File: src/rtl/cts_ram.sv
// Generic single-port-write, single-port-read RAM with registered read data.
`timescale 1ns / 1ps

module cts_ram #(
    parameter int WIDTH = 8,
    parameter int DEPTH = 16
) (
    input  logic                     i_clk,
    input  logic                     i_we,
    input  logic [$clog2(DEPTH)-1:0] i_waddr,
    input  logic [WIDTH-1:0]         i_wdata,
    input  logic                     i_re,
    input  logic [$clog2(DEPTH)-1:0] i_raddr,
    output logic [WIDTH-1:0]         o_rdata
);

    logic [WIDTH-1:0] r_mem [DEPTH];
    logic [WIDTH-1:0] r_rdata;

    // Write port
    always_ff @(posedge i_clk) begin
        if (i_we) begin
            r_mem[i_waddr] <= i_wdata;
        end
    end

    // Registered read port
    always_ff @(posedge i_clk) begin
        if (i_re) begin
            r_rdata <= r_mem[i_raddr];
        end
    end

    assign o_rdata = r_rdata;

endmodule

File: config.mk
export PLATFORM = sky130hd
export DESIGN_NAME = cts_ram
export DESIGN_NICKNAME = d
export VERILOG_FILES = /design/src/rtl/cts_ram.sv
export SDC_FILE = /design/constraint.sdc
export NUM_CORES = 1
export LEC_CHECK = 0
export ABC_AREA = 1
export BUFFER_PORTS_ARGS = -buffer_cell sky130_fd_sc_hd__buf_2
export CAP_MARGIN = 20
export CELL_PAD_IN_SITES_DETAIL_PLACEMENT = 0
export CELL_PAD_IN_SITES_GLOBAL_PLACEMENT = 2
export CORE_ASPECT_RATIO = 1.25
export CORE_MARGIN = 2
export CORE_UTILIZATION = 41
export CTS_BUF_LIST = sky130_fd_sc_hd__clkbuf_8 sky130_fd_sc_hd__clkbuf_16
export CTS_CLUSTER_SIZE = 16
export DETAILED_ROUTE_END_ITERATION = 10
export PLACE_DENSITY_LB_ADDON = 0.1
export SYNTH_ARGS = -nofsm -noshare
export SYNTH_HDL_FRONTEND = slang
export SYNTH_SLANG_ARGS = --single-unit
File: constraint.sdc
create_clock -name i_clk -period 3.2 [get_ports i_clk]
set_clock_uncertainty 0.2 [all_clocks]
set_input_delay 0.32 -clock i_clk [delete_from_list [all_inputs] [get_ports i_clk]]
set_output_delay 0.32 -clock i_clk [all_outputs]
set_load 0.1 [all_outputs]
==> results of run 1 <==
[flip-flops by register name (all words and copies together), names as in the netlist]
register  count
r_mem       128
o_rdata       8
[routing by layer]
layer  global-route usage, %  vias to the layer above  part of all wire [%]
met1                    25.3                     1799                    45
met3                    4.00                       12                   3.3
li1                        -                     1830                     -
met4                    5.76                        0                   1.0
met2                    33.9                       60                    50
met5                       0                        -                     0
[cells in the final DEF, fill, tap and decap left out]
cell type   count
clkinvlp_4      3
bufinv_16       3
clkinv_2        3
buf_2          26
buf_12          1
buf_4           3
clkbuf_16      17
clkinv_4        1
inv_6           1
nor2_1         17
nand2_1       173
inv_2           2
edfxtp_1      136
clkinv_1        3
nand3_1        97
inv_1         101
nand3b_1        2
[power by group through the flow]
stage                     sequential [µW]  clock, µW  combinational, µW
final                                2020       1920                299
after global routing                 2020       2040                329
after detailed placement             2060          0                305
after global placement               2060          0                304
after floorplan                      2120          0                141
after CTS                            2020       1950                306
[worst max-delay path by stage]
stage / start / endpoint / slack [ps] / cells after the start
final: o_rdata[6] / o_rdata[6] / 1430 / 1
after CTS: o_rdata[6] / o_rdata[6] / 1420 / 1
after detailed placement: i_raddr[0] / o_rdata[2] / 1070 / 7
after floorplan: i_waddr[2] / r_mem[10][0] / 1730 / 2
after global placement: i_raddr[0] / o_rdata[2] / 1070 / 8
after global routing: o_rdata[4] / o_rdata[4] / 1380 / 1
[per-stage QoR]
step	std cells	hold slack [ps]
after global placement	732	506
after global routing	764	74.9
after detailed placement	732	503
after floorplan	551	219
final	764	93.4
after CTS	764	78.7
[kinds of logic (layout without fill, tap and decap cells)]
group	Yosys count	after routing	synth area share, %
simple gates	289	289	20.8
buf+inv	126	164	9.39
flops	136	136	69.8
[final cells by class]
cell class	instances	area [µm²]	share of cell area (%)
Sequential cell	136	4080	61.3
Multi-Input combinational cell	289	1210	18.2
Clock buffer	17	425	6.39
Inverter	102	383	5.75
Tap cell	175	219	3.29
Timing Repair Buffer	30	173	2.59
Clock inverter	15	160	2.41
[worst reg2reg max path, stage by stage, from the launching register on]
cell,delay [ps]
edfxtp_1,350
inv_1,60
nand2_1,40
nand3_1,110
nand3_1,130
nand3_1,220
nand2_1,70
==> results.yml, run 1 <==
status:
  outcome: "complete, no violations"
sta:
  fin_crit_sh_pct: 55.4
  tightest_slew_ps: 879
  rsz0062_at_grt: "false"
  setup_ws_ps: 1430
  finalSetupViolations: 0
  slew_violations: 0
  relSlewSlack_pct: 41.2
  layout_min_cycle_time_ps: 1770
  fmax_ghz: 0.564
  setup_tns_ps: 0
  hold_viol: 0
yosys:
  netlist_area_um2: 5850
  synth_commonest_cells: "nand2_1 (173), edfxtp_1 (136), inv_1 (100)"
  ys_seq_elements: 136
  synth_flop_cell: "edfxtp_1"
  synthDistinctLibCells: 11
  yosysMostFrequentCell: "nand2_1"
  async_flop_share_pct: 0
  yosysTopAreaCellShare_pct: 69.8
  syn_area_per_cell_um2: 10.6
  netlist_instances: 551
  synth_nets: 570
  synth-seq-area-share_pct: 69.8
  ys_warn_count: 0
  synth_area_leaders: "edfxtp_1 (70%), nand2_1 (11%), nand3_1 (8.3%)"
  yosys.area.top_type: "edfxtp_1"
  synth-edff-count: 136
route:
  ant_nets: 0
  drtIter0Drc: 193
  routed_wl_mm: 14.2
  wl_per_cell_um: 18.5
  via_per_inst: 4.84
  drc_errors: 0
  vias: 3701
  first_pass_iters: 4
die:
  die_h_um: 138
  ioPinCount: 27
  initial_core_util_pct: 42.1
  die_w_um: 111
  core.rowCount: 48
  coreArea_um2: 13900
  die_area_um2: 15200
job:
  max_cap_violations: 0
layout:
  fillers: 1293
  nNetsFinal: 595
  fin_area_um2: 6660
  synthToLayoutAreaGrowth_pct: 13.9
  fin_util_pct: 48.0
  antenna-diode-count: 0
  drive_above_1_share_pct: 10.2
power_and_ir_drop:
  power_frac_seq_pct: 47.6
  combPwrFrac_pct: 7.1
  power.density_nw_per_um2: 637
  p_switching_uw: 960
  total_power_uw: 4240
  peakVddDrop_v: 0.000325
  p_int_uw: 3280
  power.share.clock_pct: 45.3
  switching_share_pct: 22.6
  leakage_uw: 0.00284
clocking:
  htreeDepth: 4
  cts.sinks: 136
  clk_pin_slew_ps: 60
  cts_tree: "yes"
  cts_root_buf: "clkbuf_16"
  ctsHoldBuffers: 0
  post-cts-setup-buffers: 0
  cts_made_buffers: 17
  worstSkewPairLatency_ps: 410
  cts_max_path_buffers: 2
  post_cts_resized: 0
global_route:
  grt_start_max_net_pins: 65
  grt_pass1_wl_mm: 21.4
  grt_pass1_vias: 3653
  grtUsageTotal_pct: 19.6
  grt_overflow: 0
  grt_antenna_before_repair: 0
worst_hold_path:
  min_from: "i_re"
  hold_depth: 1
  hold_class: "input pin to register"
  hold_end: "o_rdata[3]"
critical_path:
  rr_startpoint: "r_mem[9][2]"
  crit_required_ps: 2680
  cpPeakStageDelay_ps: 450
  r2r_cells: 6
  path_class: "register to output port"
  critPathTopFamily: "buffers and inverters"
  path_cells: "buf_2"
  critPathSlowestCell: "buf_2"
  end_kind: "output port"
  critPathLaunchType: "register"
  arrival_ps: 1250
  cp_num_buf_inv: 1
  r2r-end: "o_rdata[2]"
  reg2reg_slack_ps: 1780
  critPathMaxFanout: 1
placement:
  gp_congestion: 0.705
  place_area_um2: 6070
  dp_hpwl_mm: 8.78
  port-buffer-count: 26
  post-place-ws_ps: 1070
(Power assumes the default switching activity.)
==> run 2: changes to the inputs <==
- clock period: 3.2 -> 1.7 ns (I/O delays scaled with it)
==> run 2 against run 1 <==
Clock power is 110% higher. Non-clock buffer count grew 27. Combinational power rose by 100%. Hold slack worse by 85 ps. First-iteration DRC count up 17%. Clock-buffer cell count is the same. Critical path type unchanged. Highest routed layer unchanged.
==> results.yml, run 2 (synthesized netlist as in run 1, its figures left out) <==
status:
  outcome: "complete, no violations"
clocking:
  cts_root_buf: "clkbuf_16"
  cts.sinks: 136
  post-cts-setup-buffers: 0
  htreeDepth: 4
  cts_max_path_buffers: 2
  cts_tree: "yes"
  cts_made_buffers: 17
  worstSkewPairLatency_ps: 410
  clk_pin_slew_ps: 60
placement:
  dp_cells: 755
  dp_hpwl_mm: 9.13
  gp_congestion: 0.753
  port-buffer-count: 26
  post-place-ws_ps: 53.5
sta:
  layout_min_cycle_time_ps: 1610
  rsz0062_at_grt: "false"
  slew_violations: 0
  tightest_slew_ps: 617
  fmax_ghz: 0.621
  relSlewSlack_pct: 58.8
  setup_ws_ps: 90.7
  finalSetupViolations: 0
  setup_tns_ps: 0
  fin_crit_sh_pct: 94.7
  hold_viol: 0
route:
  vias: 3816
  drtIter0Drc: 225
  wl_per_cell_um: 18.1
  drc_errors: 0
  via_per_inst: 4.82
  first_pass_iters: 5
  ant_nets: 0
  routed_wl_mm: 14.3
critical_path:
  path_class: "register to output port"
  critPathLaunchType: "register"
  critPathSlowestCell: "buf_2"
  cp_num_buf_inv: 1
  critPathTopFamily: "buffers and inverters"
  cpPeakStageDelay_ps: 450
  crit_required_ps: 1330
  arrival_ps: 1240
  end_kind: "output port"
  path_cells: "buf_2"
  critPathMaxFanout: 1
layout:
  regMostFlops: "r_mem"
  multi_input_area_um2: 1210
  largest_reg_flops: 128
  fin_util_pct: 50.2
  drive_above_1_share_pct: 13.5
  regArea_um2: 4080
  fillers: 1298
  stdcell_count: 791
  most-common-layout-cells: "nand2_1 (173), edfxtp_1 (136), inv_1 (101)"
  final_common_cell: "nand2_1"
  synthToLayoutAreaGrowth_pct: 19.2
  nNetsFinal: 622
  antenna-diode-count: 0
global_route:
  grt_antenna_before_repair: 0
  grtUsageTotal_pct: 19.8
  grt_start_max_net_pins: 56
  grt_overflow: 0
  grt_pass1_vias: 3745
  grt_pass1_wl_mm: 21.9
power_and_ir_drop:
  power_frac_seq_pct: 45.5
  p_int_uw: 6520
  power.share.clock_pct: 47.1
  power.density_nw_per_um2: 1200
  combPwrFrac_pct: 7.3
  leakage_uw: 0.00302
  switching_share_pct: 21.9
  total_power_uw: 8350
  peakVddDrop_v: 0.000808
  p_switching_uw: 1830
die:
  core.rowCount: 48
  coreArea_um2: 13900
  die_area_um2: 15200
  die_w_um: 111
  ioPinCount: 27
  die_h_um: 138
  initial_core_util_pct: 42.1
worst_hold_path:
  hold_class: "input pin to register"
job:
  max_cap_violations: 0
-- run 2: power groups by stage --
stage | registers (µW) | logic [µW] | clock network [µW]
5_1_grt | 3810 | 670 | 4090
2_1_floorplan | 3980 | 265 | 0
6_report | 3800 | 611 | 3940
4_1_cts | 3800 | 623 | 3990
3_3_place_gp | 3870 | 614 | 0
3_5_place_dp | 3870 | 615 | 0
-- run 2: area by class of cell --
class	instances	area share, %
Multi-Input combinational cell	289	17.4
Timing Repair Buffer	57	6.25
Clock buffer	17	6.11
Clock inverter	15	2.98
Tap cell	175	3.14
Inverter	102	5.49
Sequential cell	136	58.6
-- run 2: metal layers --
layer | GRT usage, % | up-vias | wire [µm]
met3 | 3.26 | 12 | 476
li1 | - | 1888 | -
met1 | 24.7 | 1834 | 6250
met5 | 0 | - | 0
met4 | 5.69 | 0 | 154
met2 | 35.7 | 82 | 7440
-- run 2: what timing repair did --
item	CTS	global route
hold buffers	4	0
hold endpoints to repair	50	0
resized for setup	0	0
-- run 2: worst paths after layout --
kind                                    from     endpoint  slack (ps)  cells past startpoint
worst min register to register  r_mem[10][3]   o_rdata[3]         570                      6
worst max register to register  r_mem[13][0]   o_rdata[0]         340                      6
worst min-delay path              i_wdata[4]  r_mem[2][4]           9                      1
worst max-delay path              o_rdata[0]   o_rdata[0]          90                      1
-- run 2: per-stage QoR --
stage          hold WS, ps  cell area [µm²]
6_report              8.56             6970
5_1_grt               18.9             6970
4_1_cts               9.01             6970
3_5_place_dp           375             6290
3_3_place_gp           366             6290
2_1_floorplan         68.9             5850
