[config.mk]
export PLATFORM = sky130hd
export DESIGN_NAME = cts_eval
export DESIGN_NICKNAME = d
export VERILOG_FILES = /design/src/rtl/cts_pkg.sv /design/src/rtl/cts_eval.sv
export SDC_FILE = /design/constraint.sdc
export NUM_CORES = 1
export LEC_CHECK = 0
export BUFFER_PORTS_ARGS = -buffer_cell sky130_fd_sc_hd__buf_4
export CORE_AREA = 4 4 200 202
export DETAILED_ROUTE_END_ITERATION = 6
export DIE_AREA = 0 0 204 206
export GPL_TIMING_DRIVEN = 0
export PLACE_DENSITY = 0.42
export SLEW_MARGIN = 20
export SYNTH_ARGS = -nofsm -noshare
export SYNTH_HDL_FRONTEND = slang
export SYNTH_SLANG_ARGS = --single-unit
export TNS_END_PERCENT = 30
[constraint.sdc]
create_clock -name vclk -period 24.9
set_input_delay 3.735 -clock vclk [all_inputs]
set_output_delay 3.735 -clock vclk [all_outputs]
set_load 0.01 [all_outputs]
[src/rtl/cts_pkg.sv]
// Package for the call-timing shadow stack: payload types, codes and constants.
`timescale 1ns / 1ps

package cts_pkg;

    // Default stack depth
    localparam int STACK_DEPTH_DEF = 128;

    // Field widths
    localparam int ADDR_W  = 64;
    localparam int TIME_W  = 27;
    localparam int DEPTH_W = 7;
    localparam int MAXD_W  = 8;

    // Timestamp wraps every 100 s of microseconds
    localparam logic [TIME_W-1:0] WRAP_US = TIME_W'(100 * 1000000);

    // Configuration reset values
    localparam logic [TIME_W-1:0] MIN_COST_RST  = TIME_W'(1000);
    localparam logic [MAXD_W-1:0] MAX_DEPTH_RST = MAXD_W'(3);

    // Configuration register indexes
    localparam logic [1:0] CFG_RECORD_ENABLE = 2'd0;
    localparam logic [1:0] CFG_MAIN_THREAD   = 2'd1;
    localparam logic [1:0] CFG_MIN_COST      = 2'd2;
    localparam logic [1:0] CFG_MAX_DEPTH     = 2'd3;

    // Command actions
    localparam logic ACT_PUSH = 1'b0;
    localparam logic ACT_POP  = 1'b1;

    // Result status codes
    typedef enum logic [1:0] {
        ST_OK    = 2'd0,
        ST_EMPTY = 2'd1,
        ST_FULL  = 2'd2
    } t_status;

    // Input command
    typedef struct packed {
        logic              action;
        logic [ADDR_W-1:0] class_ref;
        logic [ADDR_W-1:0] selector_ref;
        logic [ADDR_W-1:0] return_addr;
        logic [TIME_W-1:0] now_us;
    } t_cmd;

    // Result record
    typedef struct packed {
        logic [1:0]         status;
        logic [ADDR_W-1:0]  return_addr_out;
        logic               log_valid;
        logic [ADDR_W-1:0]  log_class;
        logic [ADDR_W-1:0]  log_selector;
        logic [DEPTH_W-1:0] log_depth;
        logic [TIME_W-1:0]  log_cost;
    } t_result;

    // One stack entry as held in the entry RAM
    typedef struct packed {
        logic [ADDR_W-1:0] class_ref;
        logic [ADDR_W-1:0] selector_ref;
        logic [ADDR_W-1:0] return_addr;
    } t_entry;

    // Live configuration handed to the pop evaluation
    typedef struct packed {
        logic              timing;
        logic [TIME_W-1:0] min_cost;
        logic [MAXD_W-1:0] max_depth;
    } t_cfg;

    // Controller states
    typedef enum logic [1:0] {
        S_IDLE = 2'b01,
        S_READ = 2'b10
    } t_state;

endpackage

[src/rtl/cts_eval.sv]
// Pop evaluation: elapsed time with wrap, log decision and result assembly.
`timescale 1ns / 1ps

module cts_eval #(
    parameter int AW = 7
) (
    input  cts_pkg::t_entry              i_entry,
    input  logic [cts_pkg::TIME_W-1:0]   i_start_us,
    input  logic [cts_pkg::TIME_W-1:0]   i_now_us,
    input  logic [AW-1:0]                i_level,
    input  cts_pkg::t_cfg                i_cfg,
    output cts_pkg::t_result             o_result
);
    import cts_pkg::*;

    // Common compare width for level against max_depth + 1
    localparam int XW = (AW > MAXD_W + 1) ? AW : MAXD_W + 1;

    logic [TIME_W:0] now_adj;
    logic [TIME_W:0] cost;
    logic [XW-1:0]   level_x;
    logic [XW-1:0]   limit_x;
    logic            do_log;

    // Add the wrap when the clock has wrapped since the push
    always_comb begin
        now_adj = {1'b0, i_now_us};
        if (i_now_us < i_start_us) begin
            now_adj = {1'b0, i_now_us} + {1'b0, WRAP_US};
        end
        cost = now_adj - {1'b0, i_start_us};
    end

    // Log when timing is on, cost exceeds the floor and the call is shallow enough
    always_comb begin
        level_x = XW'(i_level);
        limit_x = XW'(i_cfg.max_depth) + XW'(1);
        do_log  = i_cfg.timing && (cost > {1'b0, i_cfg.min_cost}) && (level_x < limit_x);
    end

    // Result record
    always_comb begin
        o_result                 = '0;
        o_result.status          = ST_OK;
        o_result.return_addr_out = i_entry.return_addr;
        if (do_log) begin
            o_result.log_valid    = 1'b1;
            o_result.log_class    = i_entry.class_ref;
            o_result.log_selector = i_entry.selector_ref;
            o_result.log_depth    = DEPTH_W'(level_x);
            o_result.log_cost     = cost[TIME_W-1:0];
        end
    end

endmodule

==> results of run 1 <==
[metrics by stage]
stage | worst slack [ns] | instances | utilization (%) | hold slack, ns | total power (uW)
after global routing | 8.60 | 1682 | 23.4 | 7.65 | 386
after global placement | 9.18 | 1682 | 23.4 | 7.65 | 356
after CTS | 9.15 | 1682 | 23.4 | 7.65 | 358
after detailed placement | 9.17 | 1682 | 23.4 | 7.65 | 356
final | 9.34 | 1684 | 23.4 | 7.65 | 350
after floorplan | 11.53 | 712 | - | 7.56 | 182
[report_power, final]
| part | internal [uW] | switching (uW) | leakage, uW |
|---|---|---|---|
| Sequential | 0 | 0 | 0 |
| Clock | 0.0000108 | 0 | 0.0000000127 |
| Combinational | 169 | 181 | 0.00479 |
| Total | 169 | 181 | 0.00479 |
[cells by family after synthesis]
logic type,count (synthesis),synth area share (%)
and+or+nand+nor,284,32.8
buffers and inverters,156,18.5
other,1,0.0764
AOI/OAI and AO/OA,143,19.5
xor gates and xnor gates,45,8.03
adders and majority gates,82,21.0
[per-layer routing]
metal  global-route usage, %  up-vias
li1                        -     3260
met1                    16.2     2954
met2                    23.2      261
met3                    6.40       16
met4                   0.335       12
met5                       0        -
[Yosys cell counts, types with 6 or more instances]
cell      instances
buf_4            68
nand2_1          22
nor3_1            8
a211oi_1         11
clkbuf_1         17
ha_1             81
xnor2_1          22
nand2b_1          6
nor2_1           36
o21a_1           12
a21oi_1          33
nand4_1          13
buf_6             9
inv_1            61
a21o_1           15
xor2_1           23
and2_1          161
o21ai_0          27
nand3_1          16
[worst paths after layout]
kind          start  cells after the start            end  slack (ns)
max   i_start_us[1]                     33   o_result[92]        9.34
min     i_entry[42]                      2  o_result[205]        7.65
[area by class of cell]
class                      count  area [um2]
buffer                        95         681
tap                          518         648
fill                        4322       29300
multi-input combinational    556        4000
timing repair buffer         452        3390
inverter                      61         229
antenna                        2        5.00
==> results.yml, run 1 <==
run_status:
  outcome: "finished, final reports clean"
cells_and_area:
  layout_common_cells: "buf_4 (520), and2_1 (161), ha_1 (81)"
  n_clock_buffer: 0
  layout.cells.most_common: "buf_4"
  fin_area_mm2: 0.00896
  drive_gt1_share_pct: 46.0
  syn2layout_area_growth_pct: 82.5
  nets: 1537
  seq_area_um2: 0
  seq_cell_count: 0
timing:
  fin_crit_ns: 15.56
  slew_viol_final: 0
  tns_ns: 0
  setup_viol: 0
  grt_setup_unrepaired: "no"
  max_freq_mhz: 64.3
  finalCritPeriodShare_pct: 62.5
  slew_headroom_pct: 51.8
  tightest_slew_ns: 0.718
  hold_viol_final: 0
floorplanning:
  io_pins: 518
  die_x_um: 204
  core-area_mm2: 0.0383
  rows: 72
  start_util_pct: 12.8
  die_h_um: 206
  dieArea_mm2: 0.0420
route:
  dr.pass1.iters: 4
  drt-vias-per-instance: 3.86
  wl_met1_mm: 12.5
  ant_nets: 0
  drc: 0
  num_vias: 6503
  routed_wl_mm: 31.8
  highest_layer: "met5"
  wl_per_cell_um: 18.9
  wl_met2_mm: 15.3
  wl_met3_mm: 3.84
  drt_iter0_markers: 268
global_routing:
  grt_pass1_wl_mm: 42.4
  grt_pass1_vias: 6396
  antenna_found_initial: 8
  grt_max_degree: 11
  grtUsageTotal_pct: 13.4
  globalRouteOverflowTotal: 0
synthesis:
  yosys.area.top_type: "ha_1"
  avgSynthCellArea_um2: 6.91
  yosysWarnings: 0
  synth_cells: 711
  synth_top_area_share_pct: 20.6
  synthTopCellsByArea: "ha_1 (21%), and2_1 (21%), buf_4 (10%), inv_1 (4.7%), xor2_1 (4.1%)"
  ys_types: 54
  synth.cell_area_mm2: 0.00491
  seq_area_frac_synth_pct: 0
cts:
  cts_resized: 0
  cts_hold_buf: 0
  postCtsSetupRepairBufs: 0
power:
  ir_drop_v: 0.00000809
  leakagePower_uw: 0.00479
  pwr_density_cell_mw_per_mm2: 39.1
setup_path:
  path_class: "in2out"
  cp_top_family: "compound AO/OA/AOI/OAI gates"
  path_buf_inv: 9
  worst_setup_path_start_kind: "input pin"
  worstPathRequired_ns: 21.16
  cp_slowest_cell: "nor3_1"
  critPathArrivalTime_ns: 11.83
  cp-end-kind: "primary output"
  worstPathMaxFanout: 10
  cp_slowest_stage_delay_ns: 0.51
place:
  io_buffers: 452
  dp_hpwl_mm: 29.5
  post_dp_cell_area_mm2: 0.00895
  gp_congestion: 0.805
hold_path:
  hold_class: "in2out"
flow_run:
  maxCapViolCount: 0
No activity file was read; power rests on OpenSTA's default activity.
==> run 2: changes to the inputs <==
--- a/config.mk
+++ b/config.mk
@@ -5,12 +5,13 @@
 export SDC_FILE = /design/constraint.sdc
 export NUM_CORES = 1
 export LEC_CHECK = 0
+export ABC_AREA = 1
 export BUFFER_PORTS_ARGS = -buffer_cell sky130_fd_sc_hd__buf_4
-export CORE_AREA = 4 4 200 202
+export CORE_AREA = 4 4 197 199
 export DETAILED_ROUTE_END_ITERATION = 6
-export DIE_AREA = 0 0 204 206
+export DIE_AREA = 0 0 201 203
 export GPL_TIMING_DRIVEN = 0
-export PLACE_DENSITY = 0.42
+export PLACE_DENSITY = 0.45
 export SLEW_MARGIN = 20
 export SYNTH_ARGS = -nofsm -noshare
 export SYNTH_HDL_FRONTEND = slang
==> constraint.sdc (replaced) <==
create_clock -name vclk -period 15.8
set_input_delay 2.37 -clock vclk [all_inputs]
set_output_delay 2.37 -clock vclk [all_outputs]
set_load 0.01 [all_outputs]
==> run 2 against run 1 <==
Compared with the run above:
- first-iteration DRC count up 0.37%
- hold slack worse by 2.7 ns
- power up 52%
- critical path depth up 1
- area after synthesis up 14%
- core utilization up 2.3 points
- clock-buffer cell count unchanged
- final area up 6.8%
- largest cell class unchanged
- highest routed layer unchanged
==> results.yml, run 2 <==
timing:
  setup_ws_ns: 5.19
  hold_viol_final: 0
  max_freq_mhz: 94.3
  slew_headroom_pct: 65.9
  holdWs_ns: 4.92
  setup_viol: 0
  fin_crit_ns: 10.61
  grt_setup_unrepaired: "no"
  tns_ns: 0
  tightest_slew_ns: 0.506
  slew_viol_final: 0
  finalCritPeriodShare_pct: 67.1
route:
  routed_wl_mm: 34.2
  wl_per_cell_um: 17.6
  drt_iter0_markers: 269
  drt-vias-per-instance: 3.84
  drc: 0
  ant_nets: 0
  dr.pass1.iters: 4
  num_vias: 7446
global_routing:
  grtUsageTotal_pct: 15.3
  grt_max_degree: 11
  globalRouteOverflowTotal: 0
  grt_pass1_vias: 7430
  grt_pass1_wl_mm: 48.0
  antenna_found_initial: 3
power:
  pwr_density_cell_mw_per_mm2: 55.5
  leakagePower_uw: 0.00600
  power_uw: 531
  ir_drop_v: 0.0000127
hold_path:
  holdPathEnd: "o_result[184]"
  hold_class: "in2out"
  worstHoldStart: "i_entry[21]"
  hold_depth: 2
cells_and_area:
  seq_cell_count: 0
  syn2layout_area_growth_pct: 71.6
  seq_area_um2: 0
  n_clock_buffer: 0
  layout_common_cells: "buf_4 (519), inv_1 (294), nor2_1 (139)"
  stdcell_count: 1939
  drive_gt1_share_pct: 42.0
  multi_input_area_mm2: 0.00382
  nets: 1836
  fillers: 4291
  layout.cells.most_common: "buf_4"
floorplanning:
  die_h_um: 203
  rows: 71
  io_pins: 518
  core-area_mm2: 0.0372
  dieArea_mm2: 0.0408
  start_util_pct: 15.0
  die_x_um: 201
place:
  dp_slack_ns: 5.02
  dp_cells: 1937
  dp_hpwl_mm: 31.9
  gp_congestion: 0.871
  io_buffers: 452
cts:
  postCtsSetupRepairBufs: 0
  cts_hold_buf: 0
  cts_resized: 0
synthesis:
  synthTopCellsByArea: "inv_1 (20%), ha_1 (18%), nor2_1 (9.4%), buf_4 (9.0%), nand2_1 (8.3%)"
  synth_top_area_share_pct: 19.8
  synth.cell_area_mm2: 0.00558
  synth.most_common_cell: "inv_1"
  yosys.area.top_type: "inv_1"
  synth.top_cells.by_count: "inv_1 (294), nor2_1 (139), nand2_1 (124), ha_1 (81), nor2_2 (70)"
  synth_cells: 1010
  avgSynthCellArea_um2: 5.52
  yosysWarnings: 0
  seq_area_frac_synth_pct: 0
  ys_types: 43
setup_path:
  cp_slowest_stage_delay_ns: 0.50
  cp_slowest_cell: "nor4_1"
  crit_top_cell: "nand2_1"
  path_buf_inv: 11
  worst_setup_path_start_kind: "input pin"
  path_class: "in2out"
  cp_top_family: "simple AND/OR/NAND/NOR gates"
  worstPathMaxFanout: 10
  startpoint: "i_start_us[2]"
  cp-end-kind: "primary output"
  worstPathRequired_ns: 13.43
  critPathArrivalTime_ns: 8.24
flow_run:
  maxCapViolCount: 0
run_status:
  outcome: "finished, final reports clean"
==> run 2: changes by cell type after synthesis, sizes merged, moves of 14 or more <==
cell	delta
inv	+236
nor2	+173
clkbuf	-15
and2	-160
nand2	+103
a21oi	+18
xnor2	-14
==> run 2: area by class of cell <==
cell class	count	share of cell area, %
multi-input cells	627	39.9
inverters	298	11.7
repair buffers	452	35.4
well taps	474	6.20
diodes	2	0.0523
plain buffers	86	6.74
==> run 2: how the worst max path moves through the flow <==
stage	endpoint	slack, ns	cells past startpoint
global placement	o_result[162]	4.99	34
finish	o_result[162]	5.19	34
detailed placement	o_result[94]	5.02	33
global route	o_result[94]	4.45	39
CTS	o_result[94]	5.01	33
floorplan	o_result[162]	6.80	39
==> run 2: per-stage QoR <==
step	util [%]	instance area, um2
after floorplan	-	5580
after global placement	25.7	9570
after detailed placement	25.7	9570
after CTS	25.7	9570
after global routing	25.7	9570
final	25.7	9570
==> run 2: cell families after synthesis <==
logic type                 share of synthesized area, %
buffers and inverters                              31.6
xor gates and xnor gates                           6.75
other                                            0.0672
adders and majority gates                          18.5
and+or+nand+nor                                    31.9
AOI/OAI and AO/OA                                  11.1
==> run 2: metal layers <==
layer | wire length (um) | GRT usage [%] | up-vias
met5 | 45 | 0 | -
met4 | 342 | 1.23 | 6
met3 | 1930 | 2.38 | 14
met2 | 17000 | 27.9 | 227
met1 | 14900 | 19.8 | 3349
li1 | - | - | 3850
==> run 2: power by group <==
group          total [uW]  internal (uW)  switching [uW]
Clock           0.0000170      0.0000169               0
Sequential              0              0               0
Combinational         531            231             300
Total                 531            231             300
==> run 3: changes to the inputs <==
--- a/config.mk
+++ b/config.mk
@@ -5,13 +5,13 @@
 export SDC_FILE = /design/constraint.sdc
 export NUM_CORES = 1
 export LEC_CHECK = 0
-export ABC_AREA = 1
+export ABC_AREA = 0
 export BUFFER_PORTS_ARGS = -buffer_cell sky130_fd_sc_hd__buf_4
-export CORE_AREA = 4 4 197 199
+export CORE_AREA = 4 4 198 200
 export DETAILED_ROUTE_END_ITERATION = 6
-export DIE_AREA = 0 0 201 203
+export DIE_AREA = 0 0 202 204
 export GPL_TIMING_DRIVEN = 0
-export PLACE_DENSITY = 0.45
+export PLACE_DENSITY = 0.44
 export SLEW_MARGIN = 20
 export SYNTH_ARGS = -nofsm -noshare
 export SYNTH_HDL_FRONTEND = slang
==> constraint.sdc (replaced) <==
create_clock -name vclk -period 9.1
set_input_delay 1.365 -clock vclk [all_inputs]
set_output_delay 1.365 -clock vclk [all_outputs]
set_load 0.01 [all_outputs]
==> run 3 against run 2 <==
Compared with the run above:
- via count decreased by 10%
- global-route usage decreased by 0.90 points
- largest cell class unchanged
- critical path type unchanged
- clock-buffer cell count stayed put
- setup slack worse by 4.9 ns
==> results.yml, run 3 (synthesis results as in run 1) <==
power:
  ir_drop_v: 0.0000274
  leakagePower_uw: 0.00522
  pwr_density_cell_mw_per_mm2: 112
route:
  wl_met2_mm: 17.6
  dr.pass1.iters: 4
  num_vias: 6692
  drt-vias-per-instance: 3.92
  ant_nets: 0
  wl_per_cell_um: 19.5
  drt_iter0_markers: 199
  drc: 0
  routed_wl_mm: 33.2
  wl_met1_mm: 13.5
  highest_layer: "met5"
  wl_met3_mm: 2.09
timing:
  slew_headroom_pct: 61.1
  fin_crit_ns: 8.83
  slew_viol_final: 0
  max_freq_mhz: 113
  setup_viol: 0
  grt_setup_unrepaired: "yes"
  finalCritPeriodShare_pct: 97.1
  tightest_slew_ns: 0.577
  hold_viol_final: 0
floorplanning:
  dieArea_mm2: 0.0412
  die_x_um: 202
  rows: 71
  start_util_pct: 13.1
  core-area_mm2: 0.0374
  io_pins: 518
  die_h_um: 204
global_routing:
  grt_pass1_wl_mm: 45.6
  grt_max_degree: 11
  grtUsageTotal_pct: 14.4
  antenna_found_initial: 1
  grt_pass1_vias: 6703
  globalRouteOverflowTotal: 0
flow_run:
  maxCapViolCount: 0
place:
  io_buffers: 452
  gp_congestion: 0.832
  dp_hpwl_mm: 29.7
  dp_cells: 1675
setup_path:
  worstPathRequired_ns: 7.74
  worstPathMaxFanout: 6
  cp_slowest_stage_delay_ns: 0.39
  path_class: "in2out"
  cp_slowest_cell: "ha_1"
  cp-end-kind: "primary output"
  worst_setup_path_start_kind: "input pin"
  critPathArrivalTime_ns: 7.47
  crit_top_cell: "buf_4"
run_status:
  outcome: "finished, final reports clean"
cells_and_area:
  fillers: 4128
  seq_area_um2: 0
  fin_util_pct: 27.0
  nets: 1570
  stdcell_count: 1708
  layout.cells.most_common: "buf_4"
  layout_common_cells: "buf_4 (507), and2_1 (117), ha_1 (63)"
  seq_cell_count: 0
  drive_gt1_share_pct: 57.3
  syn2layout_area_growth_pct: 106
  diodes: 0
  n_clock_buffer: 0
cts:
  cts_hold_buf: 0
hold_path:
  hold_class: "in2out"
  worstHoldStart: "i_entry[17]"
  holdPathEnd: "o_result[180]"
  hold_depth: 2
[run 3: cell types whose count changed in the layout (fill, tap and decap cells not counted), moves of 18 or more]
cell / change
and2_4: +44
nor2_2: -70
buf_6: +47
a21oi_1: -21
and2_1: +116
inv_1: -237
ha_1: -18
nor2_1: -104
nand2_1: -102
[run 3: metrics by stage]
| stage | instance area, um2 | setup TNS, ns | setup slack [ns] | hold WS [ns] | total power, uW |
|---|---|---|---|---|---|
| 2_1_floorplan | 4910 | 0 | 0.469 | 2.82 | 499 |
| 3_3_place_gp | 8950 | -300.19 | -2.01 | 2.91 | 962 |
| 3_5_place_dp | 8950 | -303.91 | -1.98 | 2.91 | 965 |
| 4_1_cts | 9480 | 0 | 0.0510 | 2.91 | 1060 |
| 5_1_grt | 10100 | -7.76 | -0.101 | 2.91 | 1230 |
| 6_report | 10100 | 0 | 0.266 | 2.91 | 1130 |
[run 3: worst max-delay path by stage]
stage / from / to / slack (ns) / cells after the start
4_1_cts: i_start_us[1] / o_result[57] / 0.05 / 31
3_3_place_gp: i_start_us[1] / o_result[15] / -2.01 / 31
3_5_place_dp: i_start_us[1] / o_result[15] / -1.98 / 31
5_1_grt: i_now_us[3] / o_result[92] / -0.10 / 32
2_1_floorplan: i_start_us[26] / o_result[100] / 0.47 / 30
6_report: i_now_us[3] / o_result[124] / 0.27 / 32
[run 3: report_power, final]
group | leakage (uW) | switching, uW | total (uW) | internal, uW
sequential | 0 | 0 | 0 | 0
combinational | 0.00522 | 539 | 1130 | 595
clock | 0 | 0 | 0 | 0
[run 3: worst max-delay path, delay by kind of cell]
| kind | cells | cell delay, ns |
|---|---|---|
| compound gates | 15 | 3.03 |
| xor+xnor | 1 | 0.16 |
| fa+ha+maj | 3 | 0.88 |
| buf+inv | 8 | 1.26 |
| simple gates | 5 | 0.71 |
[run 3: layout make-up]
cell class                      instances  area [um2]  share of cell area [%]
Buffer                                 88         721                    7.14
Inverter                               61         241                    2.39
Multi-Input combinational cell        556        4550                    45.1
Tap cell                              511         639                    6.34
Timing Repair Buffer                  492        3940                    39.1
[run 3: repair_timing]
| item | 4_1_cts | 5_1_grt |
|---|---|---|
| cloned | 2 | 2 |
| buffers inserted | 26 | 11 |
| gates resized for setup | 78 | 139 |
| setup endpoints to repair | 163 | 163 |
| pin swaps | 30 | 42 |
[run 3: per-layer routing]
layer / GRT usage (%) / vias to the layer above
met5: 0 / -
met4: 0.171 / 2
met3: 3.08 / 8
met2: 27.5 / 234
met1: 17.5 / 3125
li1: - / 3323
